**src/rtl/efc_pkg.sv**
```systemverilog
// Package for the fly camera: shared widths, reset values, register indexes
// and the CORDIC arctangent table. No dependencies.
package efc_pkg;
  localparam int unsigned CfgIdxW = 1;
  localparam logic [CfgIdxW-1:0] RegMoveSpeed = 1'b0;
  localparam logic [CfgIdxW-1:0] RegLookSens = 1'b1;

  localparam logic [15:0] MoveSpeedRst = 16'd640;
  localparam logic [15:0] LookSensRst = 16'd6554;

  localparam logic signed [24:0] YawRst = -25'sd5898240;
  localparam logic signed [31:0] PosZRst = 32'sd196608;
  localparam logic signed [24:0] YawHalf = 25'sd11796480;
  localparam logic signed [26:0] YawFull = 27'sd23592960;
  localparam logic signed [23:0] PitchLim = 24'sd5832704;
  localparam logic signed [24:0] Quarter = 25'sd5898240;
  localparam logic signed [33:0] CordicK = 34'sd652032874;

  localparam logic [1:0] DirFwd = 2'd0;
  localparam logic [1:0] DirBack = 2'd1;
  localparam logic [1:0] DirLeft = 2'd2;
  localparam logic [1:0] DirRight = 2'd3;

  localparam int unsigned TableLen = 24;

  function automatic logic [29:0] atan_deg(input logic [4:0] i);
    logic [29:0] r;
    unique case (i)
      5'd0: r = 30'd754974720;
      5'd1: r = 30'd445687602;
      5'd2: r = 30'd235489088;
      5'd3: r = 30'd119537938;
      5'd4: r = 30'd60000934;
      5'd5: r = 30'd30029717;
      5'd6: r = 30'd15018523;
      5'd7: r = 30'd7509720;
      5'd8: r = 30'd3754917;
      5'd9: r = 30'd1877466;
      5'd10: r = 30'd938734;
      5'd11: r = 30'd469367;
      5'd12: r = 30'd234684;
      5'd13: r = 30'd117342;
      5'd14: r = 30'd58671;
      5'd15: r = 30'd29335;
      5'd16: r = 30'd14668;
      5'd17: r = 30'd7334;
      5'd18: r = 30'd3667;
      5'd19: r = 30'd1833;
      5'd20: r = 30'd917;
      5'd21: r = 30'd458;
      5'd22: r = 30'd229;
      5'd23: r = 30'd115;
      default: r = 30'd0;
    endcase
    return r;
  endfunction
endpackage

```
**src/rtl/efc_if.sv**
```systemverilog
// Valid/ready channel interfaces for the fly camera.
// Depends on efc_pkg for the register index width.
interface efc_req_if;
  logic valid;
  logic ready;
  logic req_type;
  logic [1:0] move_dir;
  logic [15:0] delta_time;
  logic signed [15:0] mouse_dx;
  logic signed [15:0] mouse_dy;
  modport source(output valid, req_type, move_dir, delta_time, mouse_dx, mouse_dy,
                 input ready);
  modport sink(input valid, req_type, move_dir, delta_time, mouse_dx, mouse_dy,
               output ready);
endinterface

interface efc_res_if;
  logic valid;
  logic ready;
  logic signed [31:0] cam_x;
  logic signed [31:0] cam_y;
  logic signed [31:0] cam_z;
  logic signed [15:0] fwd_x;
  logic signed [15:0] fwd_y;
  logic signed [15:0] fwd_z;
  logic signed [15:0] side_x;
  logic signed [15:0] side_z;
  logic signed [24:0] yaw_deg;
  logic signed [23:0] pitch_deg;
  modport source(output valid, cam_x, cam_y, cam_z, fwd_x, fwd_y, fwd_z, side_x,
                 side_z, yaw_deg, pitch_deg, input ready);
  modport sink(input valid, cam_x, cam_y, cam_z, fwd_x, fwd_y, fwd_z, side_x,
               side_z, yaw_deg, pitch_deg, output ready);
endinterface

interface efc_cfg_if;
  logic valid;
  logic ready;
  logic [efc_pkg::CfgIdxW-1:0] index;
  logic [15:0] data;
  modport source(output valid, index, data, input ready);
  modport sink(input valid, index, data, output ready);
endinterface

```
**src/rtl/euler_fly_camera.sv**
```systemverilog
// Fly camera top level: position, yaw and pitch state with a shared
// multiplier and CORDIC sequencer. Depends on efc_pkg and efc_if.
//
//   channel   dir  handshake      carries
//   req       in   valid/ready    req_type, move_dir, delta_time, mouse_dx/dy
//   res       out  valid/ready    position, forward, right, yaw, pitch
//   cfg       in   valid/ready    register index, 16-bit data
//
// A move item runs one multiply for velocity, then a multiply and a saturating
// update per axis, then the load.
// A look item runs two offset multiplies, 11 yaw reduction steps, two CORDIC
// runs on one add/shift datapath (iterations capped at 24) and two partial
// products for each of the x and z forward terms.
// Reset restores the start pose; no clearing pass is needed.
// The request side stays low while an item is in work; the result register
// holds until taken, and the next item is accepted as it is taken.
module euler_fly_camera #(
  parameter int unsigned CORDIC_ITERATIONS = 16
) (
  input logic clk_i,
  input logic rst_ni,
  efc_req_if.sink req,
  efc_res_if.source res,
  efc_cfg_if.sink cfg
);
  localparam int unsigned NIter = (CORDIC_ITERATIONS < efc_pkg::TableLen) ?
                                  CORDIC_ITERATIONS : efc_pkg::TableLen;
  localparam logic [4:0] LastIter = 5'(NIter - 1);

  localparam logic [3:0] SIdle = 4'd0;
  localparam logic [3:0] SVel = 4'd1;
  localparam logic [3:0] SMovA = 4'd2;
  localparam logic [3:0] SLook = 4'd5;
  localparam logic [3:0] SAng = 4'd6;
  localparam logic [3:0] SCordY = 4'd7;
  localparam logic [3:0] SCordP = 4'd8;
  localparam logic [3:0] SVecA = 4'd9;
  localparam logic [3:0] SVecB = 4'd10;
  localparam logic [3:0] SVecC = 4'd11;
  localparam logic [3:0] SOut = 4'd12;
  localparam logic [3:0] SLookB = 4'd13;
  localparam logic [3:0] SMovD = 4'd14;

  logic [3:0] st_q, st_d;
  logic [15:0] speed_q, sens_q;
  logic signed [31:0] px_q, py_q, pz_q;
  logic signed [24:0] yaw_q;
  logic signed [23:0] pitch_q;
  logic signed [15:0] fx_q, fy_q, fz_q, rx_q, rz_q;
  logic [1:0] dir_q;
  logic [15:0] dt_q;
  logic signed [15:0] dx_q, dy_q;
  logic [31:0] vel_q;
  logic signed [33:0] cx_q, cy_q;
  logic signed [31:0] cz_q;
  logic cneg_q;
  logic [4:0] it_q;
  logic [1:0] ax_q;
  logic signed [33:0] sy_q, cyaw_q;
  logic signed [48:0] prod_q;
  logic signed [40:0] lyaw_q, lpitch_q;
  logic res_valid_q;

  // Shared 34x17 signed multiplier.
  logic signed [33:0] mul_a;
  logic signed [16:0] mul_b;
  logic signed [50:0] mul_p;
  assign mul_p = mul_a * mul_b;

  logic signed [15:0] vec_sel;
  logic sgn_neg;
  always_comb begin
    vec_sel = 16'sd0;
    sgn_neg = (dir_q == efc_pkg::DirBack) || (dir_q == efc_pkg::DirLeft);
    if (dir_q == efc_pkg::DirFwd || dir_q == efc_pkg::DirBack) begin
      unique case (ax_q)
        2'd0: vec_sel = fx_q;
        2'd1: vec_sel = fy_q;
        default: vec_sel = fz_q;
      endcase
    end else begin
      unique case (ax_q)
        2'd0: vec_sel = rx_q;
        2'd1: vec_sel = 16'sd0;
        default: vec_sel = rz_q;
      endcase
    end
  end

  // The yaw terms times cos(pitch) are built from two partial products:
  // the low 16 bits of cos(pitch) unsigned, then the high part shifted.
  logic signed [33:0] vm_a;
  logic signed [16:0] vm_lo, vm_hi;
  assign vm_a = (ax_q == 2'd0) ? cyaw_q : sy_q;
  assign vm_lo = $signed({1'b0, cx_q[15:0]});
  assign vm_hi = 17'(cx_q >>> 16);

  always_comb begin
    mul_a = 34'sd0;
    mul_b = 17'sd0;
    unique case (st_q)
      SVel: begin
        mul_a = 34'(dt_q);
        mul_b = $signed({1'b0, speed_q});
      end
      SMovA: begin
        mul_a = 34'(vel_q);
        mul_b = sgn_neg ? -17'(vec_sel) : 17'(vec_sel);
      end
      SLook: begin
        mul_a = 34'(dx_q);
        mul_b = $signed({1'b0, sens_q});
      end
      SLookB: begin
        mul_a = 34'(dy_q);
        mul_b = $signed({1'b0, sens_q});
      end
      SVecA: begin
        mul_a = vm_a;
        mul_b = vm_lo;
      end
      SVecB: begin
        mul_a = vm_a;
        mul_b = vm_hi;
      end
      default: begin
        mul_a = 34'sd0;
        mul_b = 17'sd0;
      end
    endcase
  end

  logic signed [67:0] vacc_q;

  // CORDIC datapath.
  logic signed [33:0] sx, sy;
  logic signed [33:0] cx_n, cy_n;
  logic signed [31:0] cz_n;
  always_comb begin
    sx = cy_q >>> it_q;
    sy = cx_q >>> it_q;
    if (!cz_q[31]) begin
      cx_n = cx_q - sx;
      cy_n = cy_q + sy;
      cz_n = cz_q - $signed({2'b00, efc_pkg::atan_deg(it_q)});
    end else begin
      cx_n = cx_q + sx;
      cy_n = cy_q - sy;
      cz_n = cz_q + $signed({2'b00, efc_pkg::atan_deg(it_q)});
    end
  end

  function automatic logic signed [15:0] q15(input logic signed [67:0] v,
                                              input int unsigned k);
    logic signed [67:0] r;
    r = (v + (68'sd1 <<< (k - 1))) >>> k;
    if (r > 68'sd32767) return 16'sd32767;
    if (r < -68'sd32768) return -16'sd32768;
    return r[15:0];
  endfunction

  function automatic logic signed [31:0] sat32(input logic signed [33:0] v);
    if (v > 34'sd2147483647) return 32'sh7fffffff;
    if (v < -34'sd2147483648) return 32'sh80000000;
    return v[31:0];
  endfunction

  // Angle load with fold beyond a quarter turn.
  function automatic logic signed [31:0] fold_ang(input logic signed [24:0] a);
    logic signed [25:0] t;
    t = 26'(a);
    if (a > efc_pkg::Quarter) t = t - 26'(2 * 5898240);
    else if (a < -efc_pkg::Quarter) t = t + 26'(2 * 5898240);
    return 32'(t) <<< 8;
  endfunction

  function automatic logic fold_neg(input logic signed [24:0] a);
    return (a > efc_pkg::Quarter) || (a < -efc_pkg::Quarter);
  endfunction

  function automatic logic signed [24:0] ywrap_fin(input logic signed [41:0] r);
    logic signed [41:0] t;
    t = r;
    if (t < 42'sd0) t = t + 42'(efc_pkg::YawFull);
    return 25'(t - 42'(efc_pkg::YawHalf));
  endfunction

  logic signed [33:0] pos_cur;
  logic signed [33:0] step_r;
  always_comb begin
    unique case (ax_q)
      2'd0: pos_cur = 34'(px_q);
      2'd1: pos_cur = 34'(py_q);
      default: pos_cur = 34'(pz_q);
    endcase
    step_r = 34'((prod_q + 49'sd4194304) >>> 23);
  end

  logic signed [41:0] pnew;
  assign pnew = 42'(pitch_q) + 42'(lpitch_q);

  // Yaw reduction runs iteratively: subtract or add 2^k turns, k descending.
  logic signed [41:0] yr_q;
  logic [4:0] yk_q;
  logic signed [41:0] ystep;
  logic signed [41:0] yr_nx;
  assign ystep = 42'(efc_pkg::YawFull) <<< yk_q;
  always_comb begin
    yr_nx = yr_q;
    if (yr_q >= ystep) yr_nx = yr_q - ystep;
    else if (yr_q < -ystep) yr_nx = yr_q + ystep;
  end

  assign req.ready = (st_q == SIdle) && (!res_valid_q || res.ready);
  assign cfg.ready = 1'b1;

  always_comb begin
    st_d = st_q;
    unique case (st_q)
      SIdle: if (req.valid && req.ready) st_d = req.req_type ? SLook : SVel;
      SVel: st_d = SMovA;
      SMovA: st_d = SMovD;
      SMovD: st_d = (ax_q == 2'd2) ? SOut : SMovA;
      SLook: st_d = SLookB;
      SLookB: st_d = SAng;
      SAng: st_d = (yk_q == 5'd0) ? SCordY : SAng;
      SCordY: st_d = (it_q == LastIter) ? SCordP : SCordY;
      SCordP: st_d = (it_q == LastIter) ? SVecA : SCordP;
      SVecA: st_d = SVecB;
      SVecB: st_d = SVecC;
      SVecC: st_d = (ax_q == 2'd2) ? SOut : SVecA;
      SOut: st_d = SIdle;
      default: st_d = SIdle;
    endcase
  end

  always_ff @(posedge clk_i or negedge rst_ni) begin
    if (!rst_ni) begin
      st_q <= SIdle;
      res_valid_q <= 1'b0;
      speed_q <= efc_pkg::MoveSpeedRst;
      sens_q <= efc_pkg::LookSensRst;
      px_q <= 32'sd0;
      py_q <= 32'sd0;
      pz_q <= efc_pkg::PosZRst;
      yaw_q <= efc_pkg::YawRst;
      pitch_q <= 24'sd0;
      fx_q <= 16'sd0;
      fy_q <= 16'sd0;
      fz_q <= -16'sd32768;
      rx_q <= 16'sd32767;
      rz_q <= 16'sd0;
    end else begin
      st_q <= st_d;
      if (cfg.valid && cfg.ready) begin
        if (cfg.index == efc_pkg::RegMoveSpeed) speed_q <= cfg.data;
        else if (cfg.index == efc_pkg::RegLookSens) sens_q <= cfg.data;
      end
      if (st_q == SOut) res_valid_q <= 1'b1;
      else if (res.ready) res_valid_q <= 1'b0;
      unique case (st_q)
        SMovD: begin
          unique case (ax_q)
            2'd0: px_q <= sat32(pos_cur + step_r);
            2'd1: py_q <= sat32(pos_cur + step_r);
            default: pz_q <= sat32(pos_cur + step_r);
          endcase
        end
        SAng: begin
          if (yk_q == 5'd0) begin
            yaw_q <= ywrap_fin(yr_nx);
            if (pnew > 42'(efc_pkg::PitchLim)) pitch_q <= efc_pkg::PitchLim;
            else if (pnew < -42'(efc_pkg::PitchLim)) pitch_q <= -efc_pkg::PitchLim;
            else pitch_q <= pnew[23:0];
          end
        end
        SCordP: begin
          if (it_q == 5'd0) begin
            rx_q <= q15(-68'(sy_q), 15);
            rz_q <= q15(68'(cyaw_q), 15);
          end
          if (it_q == LastIter)
            fy_q <= q15(68'(cneg_q ? -cy_n : cy_n), 15);
        end
        SVecC: begin
          if (ax_q == 2'd0) fx_q <= q15(vacc_q, 45);
          else fz_q <= q15(vacc_q, 45);
        end
        default: ;
      endcase
    end
  end

  // Working registers, no reset needed.
  always_ff @(posedge clk_i) begin
    unique case (st_q)
      SIdle: begin
        dir_q <= req.move_dir;
        dt_q <= req.delta_time;
        dx_q <= req.mouse_dx;
        dy_q <= req.mouse_dy;
        ax_q <= 2'd0;
      end
      SVel: vel_q <= mul_p[31:0];
      SMovA: prod_q <= mul_p[48:0];
      SMovD: ax_q <= ax_q + 2'd1;
      SLook: lyaw_q <= 41'(mul_p);
      SLookB: begin
        lpitch_q <= 41'(mul_p);
        yk_q <= 5'd10;
        yr_q <= 42'(yaw_q) + 42'(lyaw_q) + 42'(efc_pkg::YawHalf);
      end
      SAng: begin
        yr_q <= yr_nx;
        if (yk_q != 5'd0) yk_q <= yk_q - 5'd1;
        else begin
          cx_q <= efc_pkg::CordicK;
          cy_q <= 34'sd0;
          cz_q <= fold_ang(ywrap_fin(yr_nx));
          cneg_q <= fold_neg(ywrap_fin(yr_nx));
          it_q <= 5'd0;
        end
      end
      SCordY: begin
        if (it_q == LastIter) begin
          sy_q <= cneg_q ? -cy_n : cy_n;
          cyaw_q <= cneg_q ? -cx_n : cx_n;
          cx_q <= efc_pkg::CordicK;
          cy_q <= 34'sd0;
          cz_q <= fold_ang(25'(pitch_q));
          cneg_q <= 1'b0;
          it_q <= 5'd0;
        end else begin
          cx_q <= cx_n;
          cy_q <= cy_n;
          cz_q <= cz_n;
          it_q <= it_q + 5'd1;
        end
      end
      SCordP: begin
        if (it_q == LastIter) begin
          cx_q <= cx_n;
          ax_q <= 2'd0;
        end else begin
          cx_q <= cx_n;
          cy_q <= cy_n;
          cz_q <= cz_n;
          it_q <= it_q + 5'd1;
        end
      end
      SVecA: vacc_q <= 68'(mul_p);
      SVecB: vacc_q <= vacc_q + (68'(mul_p) <<< 16);
      SVecC: ax_q <= 2'd2;
      default: ;
    endcase
  end

  assign res.valid = res_valid_q;
  assign res.cam_x = px_q;
  assign res.cam_y = py_q;
  assign res.cam_z = pz_q;
  assign res.fwd_x = fx_q;
  assign res.fwd_y = fy_q;
  assign res.fwd_z = fz_q;
  assign res.side_x = rx_q;
  assign res.side_z = rz_q;
  assign res.yaw_deg = yaw_q;
  assign res.pitch_deg = pitch_q;

  assert property (@(posedge clk_i) disable iff (!rst_ni)
    (st_q != SIdle) |-> !req.ready)
    else $error("request taken while busy");
  assert property (@(posedge clk_i) disable iff (!rst_ni)
    (pitch_q <= efc_pkg::PitchLim) && (pitch_q >= -efc_pkg::PitchLim))
    else $error("pitch out of range");
  assert property (@(posedge clk_i) disable iff (!rst_ni)
    (yaw_q < efc_pkg::YawHalf) && (yaw_q >= -efc_pkg::YawHalf))
    else $error("yaw not wrapped");
  assert property (@(posedge clk_i) disable iff (!rst_ni)
    (st_q == SOut) |=> res_valid_q)
    else $error("result lost");
endmodule
```
**src/flat_wrapper.sv**
```systemverilog
// flat-port wrapper written by rule: the top's interface ports become plain ports
module euler_fly_camera_flat 
#(
  parameter int unsigned CORDIC_ITERATIONS = 16
)
  (clk_i, rst_ni, req_valid, req_req_type, req_move_dir, req_delta_time, req_mouse_dx, req_mouse_dy, req_ready, res_valid, res_cam_x, res_cam_y, res_cam_z, res_fwd_x, res_fwd_y, res_fwd_z, res_side_x, res_side_z, res_yaw_deg, res_pitch_deg, res_ready, cfg_valid, cfg_index, cfg_data, cfg_ready);
  efc_req_if req_i ();
  efc_res_if res_i ();
  efc_cfg_if cfg_i ();
  input logic clk_i;
  input logic rst_ni;
  input wire logic [$bits(req_i.valid)-1:0] req_valid;
  input wire logic [$bits(req_i.req_type)-1:0] req_req_type;
  input wire logic [$bits(req_i.move_dir)-1:0] req_move_dir;
  input wire logic [$bits(req_i.delta_time)-1:0] req_delta_time;
  input wire logic [$bits(req_i.mouse_dx)-1:0] req_mouse_dx;
  input wire logic [$bits(req_i.mouse_dy)-1:0] req_mouse_dy;
  output wire logic [$bits(req_i.ready)-1:0] req_ready;
  output wire logic [$bits(res_i.valid)-1:0] res_valid;
  output wire logic [$bits(res_i.cam_x)-1:0] res_cam_x;
  output wire logic [$bits(res_i.cam_y)-1:0] res_cam_y;
  output wire logic [$bits(res_i.cam_z)-1:0] res_cam_z;
  output wire logic [$bits(res_i.fwd_x)-1:0] res_fwd_x;
  output wire logic [$bits(res_i.fwd_y)-1:0] res_fwd_y;
  output wire logic [$bits(res_i.fwd_z)-1:0] res_fwd_z;
  output wire logic [$bits(res_i.side_x)-1:0] res_side_x;
  output wire logic [$bits(res_i.side_z)-1:0] res_side_z;
  output wire logic [$bits(res_i.yaw_deg)-1:0] res_yaw_deg;
  output wire logic [$bits(res_i.pitch_deg)-1:0] res_pitch_deg;
  input wire logic [$bits(res_i.ready)-1:0] res_ready;
  input wire logic [$bits(cfg_i.valid)-1:0] cfg_valid;
  input wire logic [$bits(cfg_i.index)-1:0] cfg_index;
  input wire logic [$bits(cfg_i.data)-1:0] cfg_data;
  output wire logic [$bits(cfg_i.ready)-1:0] cfg_ready;
  assign req_i.valid = req_valid;
  assign req_i.req_type = req_req_type;
  assign req_i.move_dir = req_move_dir;
  assign req_i.delta_time = req_delta_time;
  assign req_i.mouse_dx = req_mouse_dx;
  assign req_i.mouse_dy = req_mouse_dy;
  assign req_ready = req_i.ready;
  assign res_valid = res_i.valid;
  assign res_cam_x = res_i.cam_x;
  assign res_cam_y = res_i.cam_y;
  assign res_cam_z = res_i.cam_z;
  assign res_fwd_x = res_i.fwd_x;
  assign res_fwd_y = res_i.fwd_y;
  assign res_fwd_z = res_i.fwd_z;
  assign res_side_x = res_i.side_x;
  assign res_side_z = res_i.side_z;
  assign res_yaw_deg = res_i.yaw_deg;
  assign res_pitch_deg = res_i.pitch_deg;
  assign res_i.ready = res_ready;
  assign cfg_i.valid = cfg_valid;
  assign cfg_i.index = cfg_index;
  assign cfg_i.data = cfg_data;
  assign cfg_ready = cfg_i.ready;
  euler_fly_camera #(.CORDIC_ITERATIONS(CORDIC_ITERATIONS)) u_core (.clk_i(clk_i), .rst_ni(rst_ni), .req(req_i), .res(res_i), .cfg(cfg_i));
endmodule
```
**config.mk**
```make
export PLATFORM = sky130hd
export DESIGN_NAME = euler_fly_camera_flat
export DESIGN_NICKNAME = d
export VERILOG_FILES = /design/src/rtl/efc_pkg.sv /design/src/rtl/efc_if.sv /design/src/rtl/euler_fly_camera.sv /design/src/flat_wrapper.sv
export SDC_FILE = /design/constraint.sdc
export NUM_CORES = 2
export LEC_CHECK = 0
export ABC_AREA = 1
export BUFFER_PORTS_ARGS = -buffer_cell sky130_fd_sc_hd__buf_2
export CAP_MARGIN = 20
export CORE_MARGIN = 2
export CORE_UTILIZATION = 25
export DETAILED_ROUTE_END_ITERATION = 10
export PLACE_DENSITY = 0.45
export SLEW_MARGIN = 20
export SYNTH_ARGS = -nofsm -noshare
export SYNTH_HDL_FRONTEND = slang
export SYNTH_SLANG_ARGS = --single-unit
```
**constraint.sdc**
```tcl
create_clock -name clk_i -period 33.6 [get_ports clk_i]
set_clock_uncertainty 0.1 [all_clocks]
set_input_delay 3.36 -clock clk_i [delete_from_list [all_inputs] [get_ports clk_i]]
set_output_delay 3.36 -clock clk_i [all_outputs]
set_load 0.01 [all_outputs]
```
# Yosys cells after proc, flatten, opt, wreduce, memory -nomap -nowiden
# Memory sizes are Yosys's and may differ from the RTL's. A register that Yosys moved wholly into a read port is not among the register bits.
# Cells that the tools add are included.
# totals
reg_bits,766
mem_bits_ro,1920
word_cells,297
mem_count,2
# memory_table
memory,depth,word_bits,read_ports,rd_clocked_by_memory_dff,write_ports,line,text
(name not given),32,30,1,1,0,efc_pkg.sv:28,unique case (i)
(name not given),32,30,1,1,0,efc_pkg.sv:28,
# op_classes
addsub,34
n_mul,1
order_cmp,19
eq_ne,23
shifts,3
muxes,141
bitwise,3
reduce_logical,38
# ops
cell,count
32-bit 2-to-1 mux,12
34-bit 2-to-1 mux,10
16-bit 2-to-1 mux,19
34-bit case mux with 3 select lines,2
34-bit case mux with 5 select lines,1
24-bit 2-to-1 mux,6
68-bit by 16-bit adder with 68-bit output (second input constant),2
34-bit negation with 68-bit output,2
68-bit case mux with 2 select lines,1
25-bit 2-to-1 mux,5
53-bit by 16-bit > comparator with 1-bit output (second input constant),2
53-bit by 16-bit less-than comparator with 1-bit output (second input constant),2
32-bit case mux with 3 select lines,1
17-bit case mux with 5 select lines,1
42-bit 2-to-1 mux,2
42-bit case mux with 2 select lines,1
34-bit adder,2
68-bit by 46-bit adder with 68-bit output (second input constant),1
68-bit by 67-bit adder with 68-bit output,1
68-bit 2-to-1 mux,1
34-bit negation,2
34-bit case mux with 2 select lines,1
34-bit by 5-bit >>> shifter with 34-bit output,2
34-bit subtractor,2
other kinds (72),181

# Logic depth before layout (Yosys ltp)
# depth
ltp_word,15
depth_mapped,60
depth_no_buf,60

# Worst setup path after synthesis
# No wires, ideal clock.
# synth_timing
kind,register -> register
startpoint,register u_core.st_q[0]
endpoint,register u_core.vacc_q[66] (data pin)
setup_ns,0.268
arrival_ns,10.611
required_ns,33.232
setup_slack_ns,22.620
stages_incl_launch_ff,45
path_buffers,2
synth_period_minus_slack_ns,10.980
cell_sequence,dfrtp_1 nand2_1 nand3_1 nor2_1 clkbuf_1 nand2_1 nand3_1 clkbuf_1 nand2_1 fa_1 inv_1 fa_1 inv_1 fa_1 fa_1 inv_1 fa_1 inv_1 [9 not listed] a21boi_0 o21ai_0 a21oi_1 inv_1 nand2_1 nand2_1 xnor2_1 inv_1 ha_1 a21oi_1 o21a_1 o21ai_0 a221oi_1 o211ai_1 a21o_1 a221oi_1 xor2_1 o21ai_0
# synth_via
elab_chain_cells,6
# synth_lines
item,line,text
from (decl),euler_fly_camera.sv:44,"logic [3:0] st_q, st_d;"
from (signal assigned),euler_fly_camera.sv:239,st_q <= SIdle;
from (signal assigned),euler_fly_camera.sv:254,st_q <= st_d;
4-bit == test / 4-bit by 3-bit == test with 1-bit output (equally long branches),euler_fly_camera.sv:101,unique case (st_q)
2-bit OR reduction (no source line),-,
34-bit case mux with 5 select lines / 17-bit case mux with 5 select lines (equally long branches),euler_fly_camera.sv:101,
34-bit by 17-bit multiplier with 51-bit output (*),euler_fly_camera.sv:68,assign mul_p = mul_a * mul_b;
via u_core.mul_p[33],euler_fly_camera.sv:67,logic signed [50:0] mul_p;
68-bit by 67-bit adder with 68-bit output (*),euler_fly_camera.sv:352,SVecB: vacc_q <= vacc_q + (68'(mul_p) <<< 16);
68-bit case mux with 2 select lines (*),euler_fly_camera.sv:296,unique case (st_q)
to (signal assigned),euler_fly_camera.sv:351,SVecA: vacc_q <= 68'(mul_p);
to (signal assigned),euler_fly_camera.sv:352,
to (decl),euler_fly_camera.sv:133,logic signed [67:0] vacc_q;
# Mark *: on every way through the listed nets, which the timed path passes. The rest lies on a longest branch.
# A chain may end at the register's enable or synchronous reset.

# Worst setup path after layout
# layout_timing
startpoint,register u_core.ax_q[0]
endpoint,register u_core.vacc_q[66] (data pin)
# layout_via
elab_chain_cells,9
# layout_lines
item,line,text
from (decl),euler_fly_camera.sv:58,logic [1:0] ax_q;
from (signal assigned),euler_fly_camera.sv:306,SMovD: ax_q <= ax_q + 2'd1;
2-bit by 1-bit == test with 1-bit output / 2-bit zero test (equally long branches),"euler_fly_camera.sv:76, euler_fly_camera.sv:82, euler_fly_camera.sv:94",
"16-bit case mux with 2 select lines, on equally long branches","euler_fly_camera.sv:82, euler_fly_camera.sv:76",
16-bit 2-to-1 mux,euler_fly_camera.sv:75,if (dir_q == efc_pkg::DirFwd || dir_q == efc_pkg::DirBack) begin
16-bit negation with 17-bit output,euler_fly_camera.sv:108,mul_b = sgn_neg ? -17'(vec_sel) : 17'(vec_sel);
17-bit 2-to-1 mux,euler_fly_camera.sv:108,
17-bit case mux with 5 select lines,euler_fly_camera.sv:101,
34-bit by 17-bit multiplier with 51-bit output (*),euler_fly_camera.sv:68,
via u_core.mul_p[33],euler_fly_camera.sv:67,
68-bit by 67-bit adder with 68-bit output (*),euler_fly_camera.sv:352,
68-bit case mux with 2 select lines (*),euler_fly_camera.sv:296,
# Marks and branches as above.

==> results by group <==
Floorplan
  – Vert. Die Dim: 569 um
  – Core Region: about 0.32 mm^2
  – Standard-cell rows: 207
  – Die width: 569 um
  – Total Die Area: ~0.32 mm^2
  – Starting utilization of the core area: 25.1%
  – I/O pins: 301

Final layout
  – Share of cells above drive strength 1: 7.98%
  – Sequential cell area: 0.0212 mm^2
  – Number of fill cells in the layout: around 35,000
  – Commonest cells after routing, fill and taps aside: sky130_fd_sc_hd__nand2_1 (2,642), sky130_fd_sc_hd__inv_1 (1,712), sky130_fd_sc_hd__nor2_1 (895)
  – Area occupied by multi-input gates: 0.0509 mm^2
  – # nets final: 11,986
  – Area growth from synthesis to final layout: 12.6%
  – Most common cell after layout, fill and taps aside: sky130_fd_sc_hd__nand2_1

Clock network
  – Clock tree from TritonCTS: done
  – Number of buffers created by CTS: 101
  – CTS Root Buffer Type: sky130_fd_sc_hd__clkbuf_16
  – Max clock buf depth: 4
  – Clock input transition at the sequential cells of the worst setup and hold paths: 0.06 ns
  – Clock latency at the later pin of the worst-skew pair: approximately 0.86 ns
  – Cts hold-fix bufs: 0
  – Sink count of the clock tree: 758
  – Buffers inserted during post-CTS setup optimization: 0
  – Resized Gates After CTS: 0
  – H-tree level count: 3

Timing
  – RSZ-0062 raised after global routing: false
  – Setup TNS after final layout: 0 ns
  – Number of hold violations in the final report: 0
  – Achievable Freq: 72.8 MHz
  – Least-Margin Pin Slew: 1.32 ns
  – Max-slew violations: 0
  – Setup violation total in the final timing report: 0
  – Slew headroom: between 10% and 20%
  – Fin crit share: between 40 and 50%
  – Post-layout minimum cycle time: 13.73 ns

Setup path
  – Cell depth of the worst flop-to-flop path: 53
  – Crit end category: flip-flop
  – Cell repeated most along the worst path: sky130_fd_sc_hd__inv_1
  – Reg-to-reg startpoint: u_core.ax_q[0]
  – Required time worst endpoint: 34.05 ns
  – Worst-path maximum fanout: 70
  – Setup crit start kind: flip-flop
  – Slowest cell on the critical path: sky130_fd_sc_hd__ha_4
  – Worst reg2reg path endpoint: u_core.vacc_q[66]
  – Origin of the worst setup path: u_core.ax_q[0]
  – Kind of critical path: flip-flop to flip-flop
  – Worst EP arrival: 14.18 ns
  – Biggest cell delay along the critical path: about 0.74 ns
  – Minimum setup slack among reg-to-reg paths: 19.87 ns

Min path
  – Origin of the worst min-delay path: u_core.res.cam_z[16]
  – Path category of the worst min-delay check: flip-flop to flip-flop
  – Count of cells along the worst hold path: 2
  – Capture endpoint of the worst hold path: u_core.res.cam_z[16]

Synthesis
  – Area fraction of the dominant cell type after synthesis: roughly 18%
  – Distinct cell type count after synthesis: 85
  – Combined area of all synthesized cells: about 0.080 mm^2
  – Post-synthesis sequential area ratio: 26.5%
  – Avg Inst Size Synth: 7.54 um^2
  – Total of warnings raised by yosys: 0
  – Synthesized instance count: 10,586
  – Predominant post-synthesis flop cell: sky130_fd_sc_hd__edfxtp_1
  – Async set or reset register ratio after synthesis: 34.6%
  – Largest area contributor in the netlist: sky130_fd_sc_hd__edfxtp_1
  – Top area cells in the synthesized netlist: sky130_fd_sc_hd__edfxtp_1 (18%), sky130_fd_sc_hd__fa_1 (14%), sky130_fd_sc_hd__nand2_1 (12%)
  – Number of storage elements in the synthesis netlist: 758
  – Number of nets produced by synthesis: approximately 12,000
  – Post-synth EDFFs: about 470

Drt
  – Routed wire length per instance: 21.2 um
  – Average via count per standard cell: 4.76
  – Vias after detailed routing: around 72,000
  – Drt pass-1 iters: 8
  – DRT antenna net count: 0
  – Wire length after detailed routing: 320,000 um
  – First-iteration detailed-routing DRC count: 5,898
  – # DRC: 0

Global route
  – Vias in the first global route: 70,131
  – Global-route congestion overflow total: 0
  – Antenna violations before repair: 15
  – Maximum number of pins on one net before global-route repair: a little over 80
  – Total GRT Usage: 19.3%
  – Global-route wire length before repair: 470,000 um

Run status
  – Status: finished clean

Placement
  – Port Buffers: about 300
  – RePlAce Congestion: 0.935
  – Half-perimeter wire length of the detailed placement result: 260,000 um

Flow run
  – Maxcap violations: 0
==> state kept, by name, summed over array words and instances, names as in the netlist, 24 cells and up, named ones only <==
signal	count
u_core.res.cam_y	32
u_core.prod_q	27
u_core.cyaw_q	34
u_core.cx_q	34
u_core.lyaw_q	41
u_core.cy_q	34
u_core.lpitch_q	41
u_core.vacc_q	52
u_core.cz_q	32
u_core.res.cam_x	32
u_core.res.cam_z	32
u_core.res.pitch_deg	24
u_core.res.yaw_deg	25
u_core.vel_q	32
u_core.yr_q	42
u_core.sy_q	34
==> critical path: cells and delay by family, from the launching register on <==
family          cells  cell delay (ns)
xor+xnor            2             0.43
fa+ha+maj          10             4.83
flops               1             0.42
compound gates     20             4.18
buf+inv            11             1.98
simple gates       10             1.49
==> stage by stage <==
stage	setup WS, ns	cells	util (%)	hold slack, ns	area (um^2)
after floorplan	22.62	10586	-	0.353	79800
after global placement	19.19	14886	27.2	0.378	86400
final	19.87	15079	28.3	0.388	89800
after detailed placement	19.89	14890	27.2	0.382	86400
after global routing	18.49	15076	28.3	0.403	89800
after CTS	19.91	15075	28.3	0.391	89800
==> cell usage after synthesis (25+ instances only) <==
master / number
sky130_fd_sc_hd__o211ai_1: 64
sky130_fd_sc_hd__o221ai_1: 55
sky130_fd_sc_hd__edfxtp_1: 466
sky130_fd_sc_hd__inv_1: 1715
sky130_fd_sc_hd__o21ai_1: 28
sky130_fd_sc_hd__nor2_2: 26
sky130_fd_sc_hd__xnor2_1: 130
sky130_fd_sc_hd__fa_1: 559
sky130_fd_sc_hd__nand4_1: 92
sky130_fd_sc_hd__o21a_1: 25
sky130_fd_sc_hd__nor3_1: 91
sky130_fd_sc_hd__nand2_1: 2644
sky130_fd_sc_hd__dfxtp_1: 30
sky130_fd_sc_hd__clkbuf_1: 218
sky130_fd_sc_hd__o21ai_0: 614
sky130_fd_sc_hd__a21o_1: 25
sky130_fd_sc_hd__nand3_1: 532
sky130_fd_sc_hd__a31oi_1: 43
sky130_fd_sc_hd__o21bai_1: 26
sky130_fd_sc_hd__buf_2: 41
sky130_fd_sc_hd__buf_1: 38
sky130_fd_sc_hd__nor4_1: 32
sky130_fd_sc_hd__dfrtp_1: 230
sky130_fd_sc_hd__nand2_2: 46
sky130_fd_sc_hd__xor2_1: 335
sky130_fd_sc_hd__ha_1: 540
sky130_fd_sc_hd__dfstp_2: 32
sky130_fd_sc_hd__nor2_1: 916
sky130_fd_sc_hd__o22ai_1: 46
sky130_fd_sc_hd__or2_2: 43
sky130_fd_sc_hd__a21oi_1: 555
==> how the worst max path moves through the flow <==
| stage | cells after the start | slack (ns) | endpoint |
|---|---|---|---|
| floorplan | 44 | 22.62 | u_core.vacc_q[66] |
| global placement | 48 | 19.19 | u_core.vacc_q[66] |
| detailed placement | 53 | 19.89 | u_core.vacc_q[66] |
| CTS | 51 | 19.91 | u_core.vacc_q[66] |
| global route | 55 | 18.49 | u_core.vacc_q[65] |
| finish | 53 | 19.87 | u_core.vacc_q[66] |
==> cell families after synthesis <==
logic type,Yosys count,synth area share [%]
multiplexers,30,0.401
AND/OR/NAND/NOR,4494,23.3
other,1,0.00470
adder cells (fa/ha/maj),1099,22.5
AO/OA/AOI/OAI,1667,12.1
flip-flops,758,26.5
buffers and inverters,2069,9.95
XOR/XNOR,468,5.19
==> layout make-up <==
cell class	instances	area share, %
inverters	1753	7.33
diodes	3	0.00836
multi-input cells	7759	56.6
flip-flops and latches	758	23.6
well taps	4180	5.82
repair buffers	441	2.87
clock inverters	32	0.400
clock buffers	153	3.34
==> per-layer routing <==
| metal | routed length [um] | vias to the layer above | global-route usage [%] |
|---|---|---|---|
| li1 | - | 34601 | - |
| met1 | 149000 | 34751 | 27.1 |
| met2 | 140000 | 2116 | 30.5 |
| met3 | 19100 | 355 | 2.93 |
| met4 | 11400 | 0 | 6.06 |
| met5 | 0 | - | 0 |
Power is left out: the tool's default activity adds up to more than one toggle a clock period on the data nets, which glitch-free logic cannot reach.
